<file path="src/rtl/http_request_framer_assert.svh">
// Assertion macros used by the framer RTL.
`ifndef HTTP_REQUEST_FRAMER_ASSERT_SVH
`define HTTP_REQUEST_FRAMER_ASSERT_SVH

// Same-cycle implication, checked out of reset.
`define HRF_ASSERT_IMP(label, clk, rst_n, ante, cons) \
    label: assert property (@(posedge clk) disable iff (!rst_n) (ante) |-> (cons)) \
        else $error("hrf assertion failed");

// Next-cycle implication, checked out of reset.
`define HRF_ASSERT_NEXT(label, clk, rst_n, ante, cons) \
    label: assert property (@(posedge clk) disable iff (!rst_n) (ante) |=> (cons)) \
        else $error("hrf assertion failed");

`endif

</file>
<file path="src/rtl/hrf_pkg.sv">
// Types, codes and match tables for the HTTP request framer.
package hrf_pkg;

    typedef enum logic [2:0] {
        CLASS_HEAD_ROOT = 3'd0,
        CLASS_GET_ROOT  = 3'd1,
        CLASS_POST_ROOT = 3'd2,
        CLASS_HEAD_LIST = 3'd3,
        CLASS_GET_LIST  = 3'd4,
        CLASS_NOT_FOUND = 3'd5
    } hrf_class_t;

    typedef enum logic [1:0] {
        PH_KEY    = 2'd0,
        PH_SPACE  = 2'd1,
        PH_NUMBER = 2'd2,
        PH_DONE   = 2'd3
    } hrf_phase_t;

    typedef struct packed {
        logic [9:0] body_length;
        logic [9:0] header_length;
        hrf_class_t method_class;
        logic       overflow;
        logic       complete;
    } hrf_result_t;

    localparam int unsigned NUM_CAND = 5;
    localparam logic [3:0]  KEY_LEN  = 4'd15;

    localparam logic [7:0] CHAR_CR    = 8'd13;
    localparam logic [7:0] CHAR_LF    = 8'd10;
    localparam logic [7:0] CHAR_SPACE = 8'd32;
    localparam logic [7:0] CHAR_TAB   = 8'd9;
    localparam logic [7:0] CHAR_PLUS  = 8'd43;
    localparam logic [7:0] CHAR_MINUS = 8'd45;
    localparam logic [7:0] CHAR_ZERO  = 8'd48;
    localparam logic [7:0] CHAR_NINE  = 8'd57;
    localparam logic [7:0] CHAR_KEY0  = 8'd67;

    // Left-justified, padded to 16 characters; padding is never compared.
    localparam logic [127:0] CAND_TEXT [NUM_CAND] = '{
        "HEAD / HTTP/    ",
        "GET / HTTP/     ",
        "POST / HTTP/    ",
        "HEAD /list HTTP/",
        "GET /list HTTP/ "
    };
    localparam logic [4:0] CAND_LEN [NUM_CAND] = '{5'd12, 5'd11, 5'd12, 5'd16, 5'd15};
    localparam logic [127:0] KEY_TEXT = "Content-Length: ";

    function automatic logic [7:0] text_char(input logic [127:0] text, input logic [3:0] pos);
        logic [6:0] sel;
        sel = {4'd15 - pos, 3'b000};
        return text[sel +: 8];
    endfunction

endpackage

</file>
<file path="src/rtl/hrf_parser.sv">
// Per-request match state and the single-pass byte update.
module hrf_parser #(
    parameter int unsigned BUFFER_BYTES = 1024
) (
    input  logic                clk,
    input  logic                rst_n,
    input  logic                step,
    input  logic [7:0]          byte_value,
    input  logic                new_request,
    output hrf_pkg::hrf_result_t result
);
    import hrf_pkg::*;

    localparam int unsigned CW = $clog2(BUFFER_BYTES);
    localparam int unsigned VW = $clog2(BUFFER_BYTES + 1);
    localparam logic [CW-1:0] LIM = CW'(BUFFER_BYTES - 1);

    logic [CW-1:0] count_reg, count_next, b_count;
    logic [1:0]    end_stage_reg, end_stage_next, b_end_stage;
    logic [CW-1:0] hdr_off_reg, hdr_off_next, b_hdr_off;
    logic          hdr_seen_reg, hdr_seen_next, b_hdr_seen;
    logic [3:0]    key_idx_reg, key_idx_next, b_key_idx;
    hrf_phase_t    phase_reg, phase_next, b_phase;
    logic [VW-1:0] value_reg, value_next, b_value;
    logic          neg_reg, neg_next, b_neg;
    logic [4:0]    cand_reg, cand_next, b_cand;
    logic          fin_reg, fin_next, b_fin;

    logic              digit, space;
    logic [VW+3:0]     acc;
    logic [VW-1:0]     acc_sat;
    logic [CW-1:0]     hb;
    logic [VW:0]       sum;
    logic [VW-1:0]     clamped;
    logic              done, ovf;
    hrf_class_t        cls;

    // New request restarts from the reset state with this byte.
    always_comb
    begin
        b_count     = new_request ? '0 : count_reg;
        b_end_stage = new_request ? 2'd0 : end_stage_reg;
        b_hdr_off   = new_request ? '0 : hdr_off_reg;
        b_hdr_seen  = new_request ? 1'b0 : hdr_seen_reg;
        b_key_idx   = new_request ? 4'd0 : key_idx_reg;
        b_phase     = new_request ? PH_KEY : phase_reg;
        b_value     = new_request ? '0 : value_reg;
        b_neg       = new_request ? 1'b0 : neg_reg;
        b_cand      = new_request ? 5'b11111 : cand_reg;
        b_fin       = new_request ? 1'b0 : fin_reg;
    end

    assign digit = (byte_value >= CHAR_ZERO) && (byte_value <= CHAR_NINE);
    assign space = (byte_value == CHAR_SPACE) ||
                   ((byte_value >= CHAR_TAB) && (byte_value <= CHAR_CR));
    assign acc = ((VW+4)'(b_value) << 3) + ((VW+4)'(b_value) << 1)
               + (VW+4)'(byte_value - CHAR_ZERO);
    assign acc_sat = (acc > (VW+4)'(BUFFER_BYTES)) ? VW'(BUFFER_BYTES) : acc[VW-1:0];

    // Next state
    always_comb
    begin
        count_next     = b_count;
        end_stage_next = b_end_stage;
        hdr_off_next   = b_hdr_off;
        hdr_seen_next  = b_hdr_seen;
        key_idx_next   = b_key_idx;
        phase_next     = b_phase;
        value_next     = b_value;
        neg_next       = b_neg;
        cand_next      = b_cand;
        if (!b_fin)
        begin
            unique case (b_phase)
                PH_KEY:
                begin
                    if (b_key_idx < KEY_LEN && byte_value == text_char(KEY_TEXT, b_key_idx))
                    begin
                        key_idx_next = b_key_idx + 4'd1;
                        if (b_key_idx == KEY_LEN - 4'd1)
                            phase_next = PH_SPACE;
                    end
                    else
                        key_idx_next = (byte_value == CHAR_KEY0) ? 4'd1 : 4'd0;
                end
                PH_SPACE:
                begin
                    if (space)
                        phase_next = PH_SPACE;
                    else if (byte_value == CHAR_PLUS || byte_value == CHAR_MINUS)
                    begin
                        neg_next   = (byte_value == CHAR_MINUS);
                        phase_next = PH_NUMBER;
                    end
                    else if (!digit)
                        phase_next = PH_DONE;
                    else
                    begin
                        phase_next = PH_NUMBER;
                        value_next = acc_sat;
                    end
                end
                PH_NUMBER:
                begin
                    if (digit)
                        value_next = acc_sat;
                    else
                        phase_next = PH_DONE;
                end
                PH_DONE:
                    phase_next = PH_DONE;
                default:
                    phase_next = b_phase;
            endcase

            if (!b_hdr_seen)
            begin
                if (b_end_stage == 2'd3 && byte_value == CHAR_LF)
                begin
                    hdr_seen_next  = 1'b1;
                    hdr_off_next   = b_count + CW'(1);
                    end_stage_next = 2'd0;
                end
                else if (!b_end_stage[0] && byte_value == CHAR_CR)
                    end_stage_next = b_end_stage + 2'd1;
                else if (b_end_stage[0] && byte_value == CHAR_LF)
                    end_stage_next = b_end_stage + 2'd1;
                else
                    end_stage_next = (byte_value == CHAR_CR) ? 2'd1 : 2'd0;
            end

            for (int i = 0; i < NUM_CAND; i++)
            begin
                if (b_count < CW'(CAND_LEN[i]) &&
                    byte_value != text_char(CAND_TEXT[i], b_count[3:0]))
                    cand_next[i] = 1'b0;
            end

            count_next = b_count + CW'(1);
        end
    end

    // Results from the updated state
    always_comb
    begin
        hb      = hdr_seen_next ? hdr_off_next : '0;
        sum     = (VW+1)'(hb) + (VW+1)'(value_next);
        if (phase_next == PH_KEY || neg_next)
            clamped = '0;
        else if (sum > (VW+1)'(LIM))
            clamped = VW'(LIM - hb);
        else
            clamped = value_next;

        done = 1'b0;
        if (!b_fin && hdr_seen_next)
        begin
            if (phase_next == PH_KEY)
                done = 1'b1;
            else if (!(neg_next && value_next != '0))
                done = (clamped == VW'(count_next - hdr_off_next));
        end
        ovf = !b_fin && !done && (count_next >= LIM);
        fin_next = b_fin || done || ovf;

        cls = CLASS_NOT_FOUND;
        for (int i = NUM_CAND - 1; i >= 0; i--)
        begin
            if (cand_next[i] && count_next >= CW'(CAND_LEN[i]))
                cls = hrf_class_t'(3'(i));
        end

        result.complete      = done;
        result.overflow      = ovf;
        result.method_class  = cls;
        result.header_length = 10'(hb);
        result.body_length   = 10'(clamped);
    end

    always_ff @(posedge clk or negedge rst_n)
    begin
        if (!rst_n)
        begin
            count_reg     <= '0;
            end_stage_reg <= 2'd0;
            hdr_off_reg   <= '0;
            hdr_seen_reg  <= 1'b0;
            key_idx_reg   <= 4'd0;
            phase_reg     <= PH_KEY;
            value_reg     <= '0;
            neg_reg       <= 1'b0;
            cand_reg      <= 5'b11111;
            fin_reg       <= 1'b0;
        end
        else if (step)
        begin
            count_reg     <= count_next;
            end_stage_reg <= end_stage_next;
            hdr_off_reg   <= hdr_off_next;
            hdr_seen_reg  <= hdr_seen_next;
            key_idx_reg   <= key_idx_next;
            phase_reg     <= phase_next;
            value_reg     <= value_next;
            neg_reg       <= neg_next;
            cand_reg      <= cand_next;
            fin_reg       <= fin_next;
        end
    end

endmodule

</file>
<file path="src/rtl/http_request_framer.sv">
// HTTP request framer: one byte per item in, one status item per byte out.
// Registered path from input accept to result valid: input register, then result register.
// Throughput: 1 item per cycle unless m_tready stalls the output; the per-byte update is one pass of small matchers
// and a decimal multiply-by-ten accumulate.
// Reset: rst_n asynchronous, clears all match state and both valid flags.
`include "http_request_framer_assert.svh"
module http_request_framer #(
    parameter int unsigned BUFFER_BYTES = 1024
) (
    input  logic        clk,
    input  logic        rst_n,
    input  logic        s_tvalid,
    output logic        s_tready,
    input  logic [7:0]  s_tdata,   // [7:0] byte_value
    input  logic        s_tuser,   // [0] new_request
    output logic        m_tvalid,
    input  logic        m_tready,
    output logic [31:0] m_tdata    // [0] complete, [1] overflow, [4:2] method_class,
                                   // [14:5] header_length, [24:15] body_length, rest 0
);
    import hrf_pkg::*;

    logic        in_valid_reg;
    logic [7:0]  in_byte_reg;
    logic        in_new_reg;
    logic        out_valid_reg;
    hrf_result_t out_reg;
    hrf_result_t result;
    logic        advance, step;

    assign advance  = !out_valid_reg || m_tready;
    assign step     = in_valid_reg && advance;
    assign s_tready = !in_valid_reg || advance;

    hrf_parser #(
        .BUFFER_BYTES(BUFFER_BYTES)
    ) u_parser (
        .clk        (clk),
        .rst_n      (rst_n),
        .step       (step),
        .byte_value (in_byte_reg),
        .new_request(in_new_reg),
        .result     (result)
    );

    always_ff @(posedge clk or negedge rst_n)
    begin
        if (!rst_n)
        begin
            in_valid_reg  <= 1'b0;
            out_valid_reg <= 1'b0;
        end
        else
        begin
            if (s_tready)
                in_valid_reg <= s_tvalid;
            if (advance)
                out_valid_reg <= step;
        end
    end

    always_ff @(posedge clk)
    begin
        if (s_tvalid && s_tready)
        begin
            in_byte_reg <= s_tdata;
            in_new_reg  <= s_tuser;
        end
        if (step)
            out_reg <= result;
    end

    assign m_tvalid = out_valid_reg;
    assign m_tdata  = {7'd0, out_reg.body_length, out_reg.header_length,
                       out_reg.method_class, out_reg.overflow, out_reg.complete};

    `HRF_ASSERT_IMP(a_done_xor_ovf, clk, rst_n, out_valid_reg, !(out_reg.complete && out_reg.overflow))
    `HRF_ASSERT_IMP(a_done_has_header, clk, rst_n, out_valid_reg && out_reg.complete, out_reg.header_length != 10'd0)
    `HRF_ASSERT_NEXT(a_stall_holds_input, clk, rst_n, in_valid_reg && !advance, in_valid_reg && $stable(in_byte_reg))

endmodule

</file>
<file path="config.mk">
export PLATFORM = sky130hd
export DESIGN_NAME = http_request_framer
export DESIGN_NICKNAME = d
export VERILOG_FILES = /design/src/rtl/hrf_pkg.sv /design/src/rtl/hrf_parser.sv /design/src/rtl/http_request_framer.sv
export VERILOG_INCLUDE_DIRS = /design/src /design/src/rtl
export SDC_FILE = /design/constraint.sdc
export NUM_CORES = 1
export LEC_CHECK = 0
export BUFFER_PORTS_ARGS = -buffer_cell sky130_fd_sc_hd__buf_2
export CAP_MARGIN = 20
export CORE_MARGIN = 8
export CORE_UTILIZATION = 45
export CTS_CLUSTER_DIAMETER = 30
export CTS_CLUSTER_SIZE = 12
export DETAILED_ROUTE_END_ITERATION = 7
export SLEW_MARGIN = 10
export SYNTH_ARGS = -nofsm -noshare
export SYNTH_HDL_FRONTEND = slang
export SYNTH_HIERARCHICAL = 1
export SYNTH_SLANG_ARGS = --single-unit
</file>
<file path="constraint.sdc">
create_clock -name clk -period 7.6 [get_ports clk]
set_input_delay 1.14 -clock clk [delete_from_list [all_inputs] [get_ports clk]]
set_output_delay 1.14 -clock clk [all_outputs]
set_load 0.01 [all_outputs]
</file>
Yosys cells after proc, flatten, opt, wreduce, memory -nomap -nowiden
Cells that the tools add are included.
{"block": "word_totals", "memories": 0, "out_inout_bits": 34, "latchBits": 0, "wordCells": 172, "ramBits": 0, "inputBits": 13, "reg_bits": 83, "romBits": 0}
{"block": "op_classes", "shifts": 6, "n_addsub": 11, "n_mul": 0, "magnitude_cmp": 16, "n_eq_ne": 18, "div": 0, "reduce_logical": 39, "bitwise": 0, "mux": 61}
{"operator": "variable part select 128 x 8 -> 8 bit, first input constant", "n": 6}
{"operator": "2-to-1 mux 11 bit", "n": 8}
{"operator": "2-to-1 mux 10 bit", "n": 7}
{"operator": "inequality test 8 bit", "n": 5}
{"operator": ">= comparator 10 x 4 -> 1 bit, second input constant", "n": 3}
{"operator": "< comparator 10 x 4 -> 1 bit, second input constant", "n": 3}
{"operator": "2-to-1 mux 2 bit", "n": 15}
{"operator": "equality test 8 x 6 -> 1 bit, second input constant", "n": 3}
{"operator": "2-to-1 mux 1 bit", "n": 23}
{"operator": "logical AND 1 bit", "n": 22}
{"operator": "one-hot mux 11 bit (2 select lines)", "n": 1}
{"operator": "equality test 8 x 4 -> 1 bit, second input constant", "n": 2}
{"operator": "2-to-1 mux 4 bit", "n": 4}
{"operator": "adder 14 x 12 -> 15 bit", "n": 1}
{"operator": "adder 15 bit", "n": 1}
{"operator": "> comparator 15 x 11 -> 1 bit, second input constant", "n": 1}
{"operator": "adder 10 x 11 -> 12 bit", "n": 1}
{"operator": "> comparator 12 x 10 -> 1 bit, second input constant", "n": 1}
{"operator": "equality test 11 bit", "n": 1}
{"operator": "nonzero test 11 bit", "n": 1}
{"operator": "subtractor 10 x 10 -> 11 bit", "n": 1}
{"operator": "subtractor 10 x 10 -> 11 bit, first input constant", "n": 1}
{"operator": "adder 10 x 1 -> 10 bit, second input constant", "n": 1}
{"operator": ">= comparator 10 bit, second input constant", "n": 1}
{"operator": "other kinds (23)", "n": 38}

Logic depth before layout (Yosys ltp)
Gate-level depths: netlist (run 1).
{"block": "depth", "word_depth": 22, "depth_mapped": 33, "ltp_nobuf": 29}

Hierarchy
The synthesis (run 1) kept the hierarchy.
{"mod": "hrf_parser", "seq_area_each_um2": 1182.4, "instances": 1, "cells_per_inst": 994, "area_per_inst_um2": 7459.7}
{"mod": "http_request_framer", "seq_area_each_um2": 1071.0, "instances": 1, "cells_per_inst": 50, "area_per_inst_um2": 1181.1}

Least setup slack after synthesis (run 1)
OpenSTA, ideal clock, no wires.
{"block": "synth_path", "path_type": "register -> register", "from": "register in_byte_reg[7]", "to": "register out_reg, in the netlist m_tdata[1] (data pin)", "t_required_ps": 7349, "synth_period_minus_slack_ps": 7085, "setup_time_ps": 251, "arrival_ps": 6834, "path_stages_with_launch": 29, "path_buffers": 3, "setup_slack_ps": 515, "cell_sequence": "edfxtp_1 clkbuf_1 or2_1 nor2_1 inv_1 fa_1 inv_1 ha_1 a21oi_1 o21ai_1 or4_1 o22ai_1 xnor2_1 nand2_1 buf_2 o32ai_1 ha_1 nand3_1 or3_1 o41ai_1 nor2_1 o31a_4 and3_1 o21a_2 xnor2_1 a2111oi_2 a41oi_1 nor3b_2 buf_4"}
{"item": "start: declaration", "line": "http_request_framer.sv:24", "text": "logic [7:0] in_byte_reg;"}
{"item": "start signal: assignment", "line": "http_request_framer.sv:66", "text": "in_byte_reg <= s_tdata;"}
{"item": "end signal: assignment", "line": "http_request_framer.sv:70", "text": "out_reg <= result;"}
{"item": "end: declaration", "line": "http_request_framer.sv:27", "text": "hrf_result_t out_reg;"}

==> results.ini, run 1 <==
[grt]
grt.total_usage_pct = 20.5
antenna_found_initial = 0
grt-ovfl-total = 0
grt_max_degree = 51
grt_pass1_wl_um = 39800
first_global_vias = 7236

[placement]
hpwl_um = 19000
dp_cells = 1283
gp_congestion = 0.908
io_buffers = 39
post_dp_cell_area_um2 = 9030

[routing]
drc = 0
routed_wirelength_um = 24800
initialDrtViolationCount = 705
firstDrtPassIters = 6
postRouteAntennaNets = 0
via_per_inst = 6.10
post_drt_wl_per_cell_um = 19.1
num_vias = 7933

[synth]
synth.most_common_cell = nor2_1
synth_common_cells = nor2_1, nand2_1, a21oi_1
synth_sequential_area_ratio_pct = 26.1
post_synth_num_cell_types = 103
ys_warn_count = 6
syn_area_per_cell_um2 = 8.28
synth-edff-count = 34
synthFlopType = dfrtp_1
synth_area_um2 = 8640
ys_async_sr_fraction_pct = 59.0
synth_top_area_share_pct = 12.7
ys_top_cells_by_area = dfrtp_1, edfxtp_1, ha_1
ys_ff_latch = 83
yosys.area.top_type = dfrtp_1
synthesis.instances = 1044

[hold_path]
whs_path_depth = 2
min_from = u_parser/cand_reg[2]$_DFFE_PN1P_
holdPathEnd = u_parser/cand_reg[2]$_DFFE_PN1P_
hp-class = reg2reg

[die]
rows = 50
die_height_um = 155
die_area_um2 = 23900
die_w_um = 155
initial_core_util_pct = 46.0
core_um2 = 18800
ioPinCount = 47

[setup_path]
cp_data_required_time_ps = 7680
crit_top_cell = ha_1
crit_path_start_kind = flop
crit_fanout = 15
timing.rr.end = m_tdata[1]$_DFFE_PP_
worst_setup_path_end_kind = flop
r2r_start = in_byte_reg[4]$_DFFE_PP_
critPathArrivalTime_ps = 7230
crit_slowest_cell = fa_1
slowest_delay_ps = 500
ff2ff_path_depth = 28
startpoint = in_byte_reg[4]$_DFFE_PP_
timing.setup.critical_path_class = reg2reg
rrSetupSlack_ps = 450

[timing]
finalSetupViolCount = 0
tightest_slew_ps = 1010
period_share_pct = 94.1
worst_hold_slack_ps = 470
hold_violations = 0
finClkSkew_ps = 10.4
max_freq_mhz = 140
final.min_clock_period_ps = 7150
slew_viol_final = 0
max_slew_margin_pct = 32.6

[finish]
seq_area_um2 = 2250
area_delta_synth_final_pct = 8.37
fillers = 1831
layout.cells.non_filler = 1301
drive_gt1_share_pct = 13.5
nNetsFinal = 1149
fin_area_um2 = 9360
antenna_cells = 0
largest_register_ffs = 25
fin_util_pct = 49.9
multi_input_comb_area_um2 = 5900

[outcome]
status = completed

[clock_network]
cts_inserted_buffers = 9
clk_pin_slew_ps = 60
tritoncts = yes
ctsHoldBuffers = 0
cts_htree_levels = 3
cts_buffer_depth = 2
clkLatencyLatePin_ps = 350
clockRootBuffer = clkbuf_16
clkSinkCount = 83

[power]
power_per_cell_area_nw_per_um2 = 192
ir_drop_mv = 0.117
finalPower_w = 0.00180
p_leak_nw = 3.92

[job]
drv_cap = 0

==> worst max-delay path: cells and delay by family, from the launching register on <==
| kind | cells | cell delay (ps) |
|---|---|---|
| XOR/XNOR | 2 | 340 |
| AO/OA/AOI/OAI | 13 | 2840 |
| buffers and inverters | 3 | 390 |
| adder cells (fa/ha/maj) | 4 | 1420 |
| flip-flops | 1 | 400 |
| AND/OR/NAND/NOR | 6 | 1490 |
==> what timing repair did <==
| item | 4_1_cts | 5_1_grt |
|---|---|---|
| setup endpoints to repair | 0 | 3 |
| buffers inserted | 0 | 2 |
| resized for setup | 0 | 9 |
==> logic make-up (layout without fill, tap and decap cells) <==
| logic type | after synthesis | count (layout) | synth area share [%] |
|---|---|---|---|
| flip-flops | 83 | 83 | 26.1 |
| other | 1 | 7 | 0.0434 |
| XOR/XNOR | 63 | 63 | 6.39 |
| adder cells (fa/ha/maj) | 74 | 74 | 11.7 |
| buffers and inverters | 133 | 150 | 6.40 |
| multiplexers | 37 | 37 | 4.76 |
| AO/OA/AOI/OAI | 288 | 288 | 23.1 |
| AND/OR/NAND/NOR | 365 | 365 | 21.6 |
==> layout make-up <==
cell class                 count  area share [%]
sequential                    83            24.1
inverter                      72            2.89
clock buffer                  10            2.45
clock inverter                 6           0.521
multi-input combinational    834            63.0
timing repair buffer          62            3.93
tap                          234            3.13
==> per-layer routing <==
layer	part of all wire (%)	global-route usage, %	up-vias
met1	47	28.0	3794
li1	-	-	3838
met2	46	33.6	269
met4	1.7	5.60	0
met5	0	0	-
met3	5.5	2.45	32
==> worst max-delay path by stage <==
stage	depth (start not counted)	end	slack, ps
detailed placement	26	m_tdata[1]$_DFFE_PP_	90
finish	28	m_tdata[1]$_DFFE_PP_	450
floorplan	28	m_tdata[1]$_DFFE_PP_	520
global placement	27	m_tdata[1]$_DFFE_PP_	190
global route	28	m_tdata[1]$_DFFE_PP_	-1
CTS	26	m_tdata[1]$_DFFE_PP_	80
==> through the flow <==
step                      TNS (ps)  worst slack (ps)
after floorplan                  0               515
after global placement           0               195
after detailed placement         0              91.9
after CTS                        0              82.9
after global routing         -1.07             -1.07
final                            0               449
==> power breakdown <==
group          internal, W  total [W]  switching, W
combinational     0.000303   0.000823      0.000520
sequential        0.000507   0.000555     0.0000483
clock             0.000224   0.000419      0.000194
total              0.00103    0.00180      0.000762
==> layout by cell type, fill, tap and decap left out, types with 6 or more instances in the layout <==
master     count
dfrtp_1       44
o31ai_1        8
clkbuf_16      9
a21boi_0       8
nor4_1        12
inv_1         70
buf_2         39
o21a_1         6
xnor2_1       53
and4_1         6
buf_4         23
a21o_1        13
nand2_1       84
and2_1         7
a21oi_1       77
o211ai_1      12
nand2b_1      14
nor2_1        97
and3_1         6
mux2i_1       13
fa_1          11
ha_1          63
nand4_1       13
edfxtp_1      34
a31oi_1       12
o21ai_0       45
a211oi_1      10
or3_1          8
mux2_2        23
nor3_1        36
nor2b_1       17
xor2_1         9
conb_1         7
nand3_1       25
o221ai_1       6
o22ai_1       16
No activity file was read; power rests on OpenSTA's default activity.
==> run 2, diff against run 1 <==
==> constraint.sdc (replaced) <==
create_clock -name clk -period 7.6 [get_ports clk]
set_input_delay 0 -clock clk [delete_from_list [all_inputs] [get_ports clk]]
set_output_delay 0 -clock clk [all_outputs]
set_load 0.01 [all_outputs]
==> run 2 against run 1 <==
- wire length up 0.58%
- count of clock-buffer cells in the layout did not move
- first-iteration DRC count fell by 0.99%
- global-route usage increased by 0.10 points
- critical path depth is the same
- combinational power is 0.7% higher
- non-clock buffer count up 13
- critical endpoint unchanged
- largest power group unchanged
- largest cell class unchanged
==> results.ini, run 2 (synthesized netlist as in run 1, its figures left out) <==
[routing]
num_vias = 7990  ; +0.72%
post_drt_wl_per_cell_um = 19.0  ; -0.42%
drc = 0  ; unchanged
firstDrtPassIters = 5  ; -1
via_per_inst = 6.08  ; -0.28%
routed_wirelength_um = 25000  ; +0.58%
postRouteAntennaNets = 0  ; unchanged
initialDrtViolationCount = 698  ; -0.99%

[die]
ioPinCount = 47  ; unchanged
initial_core_util_pct = 46.0  ; unchanged
rows = 50  ; unchanged
die_height_um = 155  ; unchanged
core_um2 = 18800  ; unchanged
die_area_um2 = 23900  ; unchanged
die_w_um = 155  ; unchanged

[setup_path]
crit_family = compound AO/OA/AOI/OAI gates
critPathArrivalTime_ps = 7240  ; about the same
crit_path_start_kind = flop
crit_top_cell = ha_1
slowest_delay_ps = 500  ; about the same
crit_fanout = 12  ; -3
worst_setup_path_end_kind = flop
timing.setup.critical_path_class = reg2reg
crit_slowest_cell = fa_1
rrSetupSlack_ps = 440  ; about the same
cp_data_required_time_ps = 7680  ; about the same
crit_buf_inv = 3  ; unchanged

[clock_network]
clockRootBuffer = clkbuf_16
cts_buffer_depth = 2  ; unchanged
clkLatencyLatePin_ps = 350  ; about the same
tritoncts = yes
clk_pin_slew_ps = 70  ; about the same
cts_inserted_buffers = 9  ; unchanged
cts_htree_levels = 3  ; unchanged
clkSinkCount = 83  ; unchanged

[grt]
grt_pass1_wl_um = 40000  ; +0.54%
grt.total_usage_pct = 20.6  ; +0.10 points
grt_max_degree = 51  ; unchanged
first_global_vias = 7294  ; +0.80%
grt-ovfl-total = 0  ; unchanged
antenna_found_initial = 0  ; unchanged

[timing]
max_slew_margin_pct = 28.2  ; -4.3 points
max_freq_mhz = 140  ; -0.15%
hold_violations = 0  ; unchanged
finClkSkew_ps = 12.2  ; +1.85 ps
slew_viol_final = 0  ; unchanged
final.min_clock_period_ps = 7160  ; +10.4 ps
period_share_pct = 94.2  ; +0.14 points
tightest_slew_ps = 1070  ; +64.6 ps
worst_hold_slack_ps = 319  ; -151 ps
finalSetupViolCount = 0  ; unchanged

[finish]
largest_register_ffs = 25  ; unchanged
drive_gt1_share_pct = 13.3  ; -0.16 points
antenna_cells = 0  ; unchanged
nNetsFinal = 1162  ; +1.1%
area_delta_synth_final_pct = 9.88
fillers = 1829  ; -0.11%
fin_area_um2 = 9490  ; +1.4%
mostFrequentLayoutCells = nor2_1, nand2_1, a21oi_1, inv_1, ha_1
final_common_cell = nor2_1

[job]
drv_cap = 0  ; unchanged

[power]
finalPower_w = 0.00180  ; +0.42%
ir_drop_mv = 0.117  ; +0.21%
power_per_cell_area_nw_per_um2 = 190  ; -0.96%
p_leak_nw = 3.98  ; +1.4%

[hold_path]
hp-class = in2async

[placement]
gp_congestion = 0.908  ; unchanged
post_dp_cell_area_um2 = 9030  ; unchanged
hpwl_um = 19000  ; unchanged
io_buffers = 39  ; unchanged

[outcome]
status = completed

## run 2: cell types whose count changed in the layout (fill, tap and decap cells not counted), sizes merged
cell | before | now
dlygate4sd3 | 0 | 13
## run 2: worst min-delay path: stages
cell           delay, ps
dlygate4sd3_1        520
buf_2                 90
buf_4                540
## run 2: area by class of cell
cell class                 instances  area, um^2  share of cell area (%)
clock buffer                      10         229                    2.41
clock inverter                     6        48.8                   0.514
inverter                          72         270                    2.85
multi-input combinational        834        5900                    62.2
sequential                        83        2250                    23.7
tap                              234         293                    3.08
timing repair buffer              75         498                    5.25
## run 2: layer usage
metal	up-vias	GRT usage (%)	part of all wire, %
li1	3865	-	-
met1	3824	28.0	47
met2	263	33.9	46
met3	38	2.45	5.1
met4	0	5.60	1.9
met5	-	0	0
## run 2: per-stage QoR
| stage | std cells | worst slack, ps | util [%] | setup TNS, ps |
|---|---|---|---|---|
| floorplan | 1050 | 515 | - | 0 |
| global placement | 1283 | 195 | 48.1 | 0 |
| detailed placement | 1283 | 91.9 | 48.1 | 0 |
| CTS | 1312 | 82.9 | 50.3 | 0 |
| global route | 1314 | -1.07 | 50.6 | -1.07 |
| finish | 1314 | 438 | 50.6 | 0 |
## run 2: final timing paths
check / startpoint / endpoint / depth (start not counted)
worst max-delay path: in_byte_reg[4]$_DFFE_PP_ / m_tdata[1]$_DFFE_PP_ / 28
worst min-delay path: rst_n / u_parser/fin_reg$_DFFE_PN0P_ / 3
worst max register to register: in_byte_reg[4]$_DFFE_PP_ / m_tdata[1]$_DFFE_PP_ / 28
worst min register to register: u_parser/cand_reg[2]$_DFFE_PN1P_ / u_parser/cand_reg[2]$_DFFE_PN1P_ / 2
max in group asynchronous: rst_n / u_parser/phase_reg[0]$_DFFE_PN0P_ / 3
min in group clk: s_tdata[4] / in_byte_reg[4]$_DFFE_PP_ / 2
## run 2: what timing repair did
item	CTS	global route
setup buffers	0	2
endpoints found under the setup margin	0	3
resized for setup	0	9
endpoints found under the hold margin	55	0
hold buffers	13	0
## run 2: power by group
part / internal [W] / switching, W / leakage (nW)
Sequential: 0.000507 / 0.0000485 / 0.966
Combinational: 0.000308 / 0.000521 / 2.88
Clock: 0.000225 / 0.000196 / 0.126
Total: 0.00104 / 0.000765 / 3.98
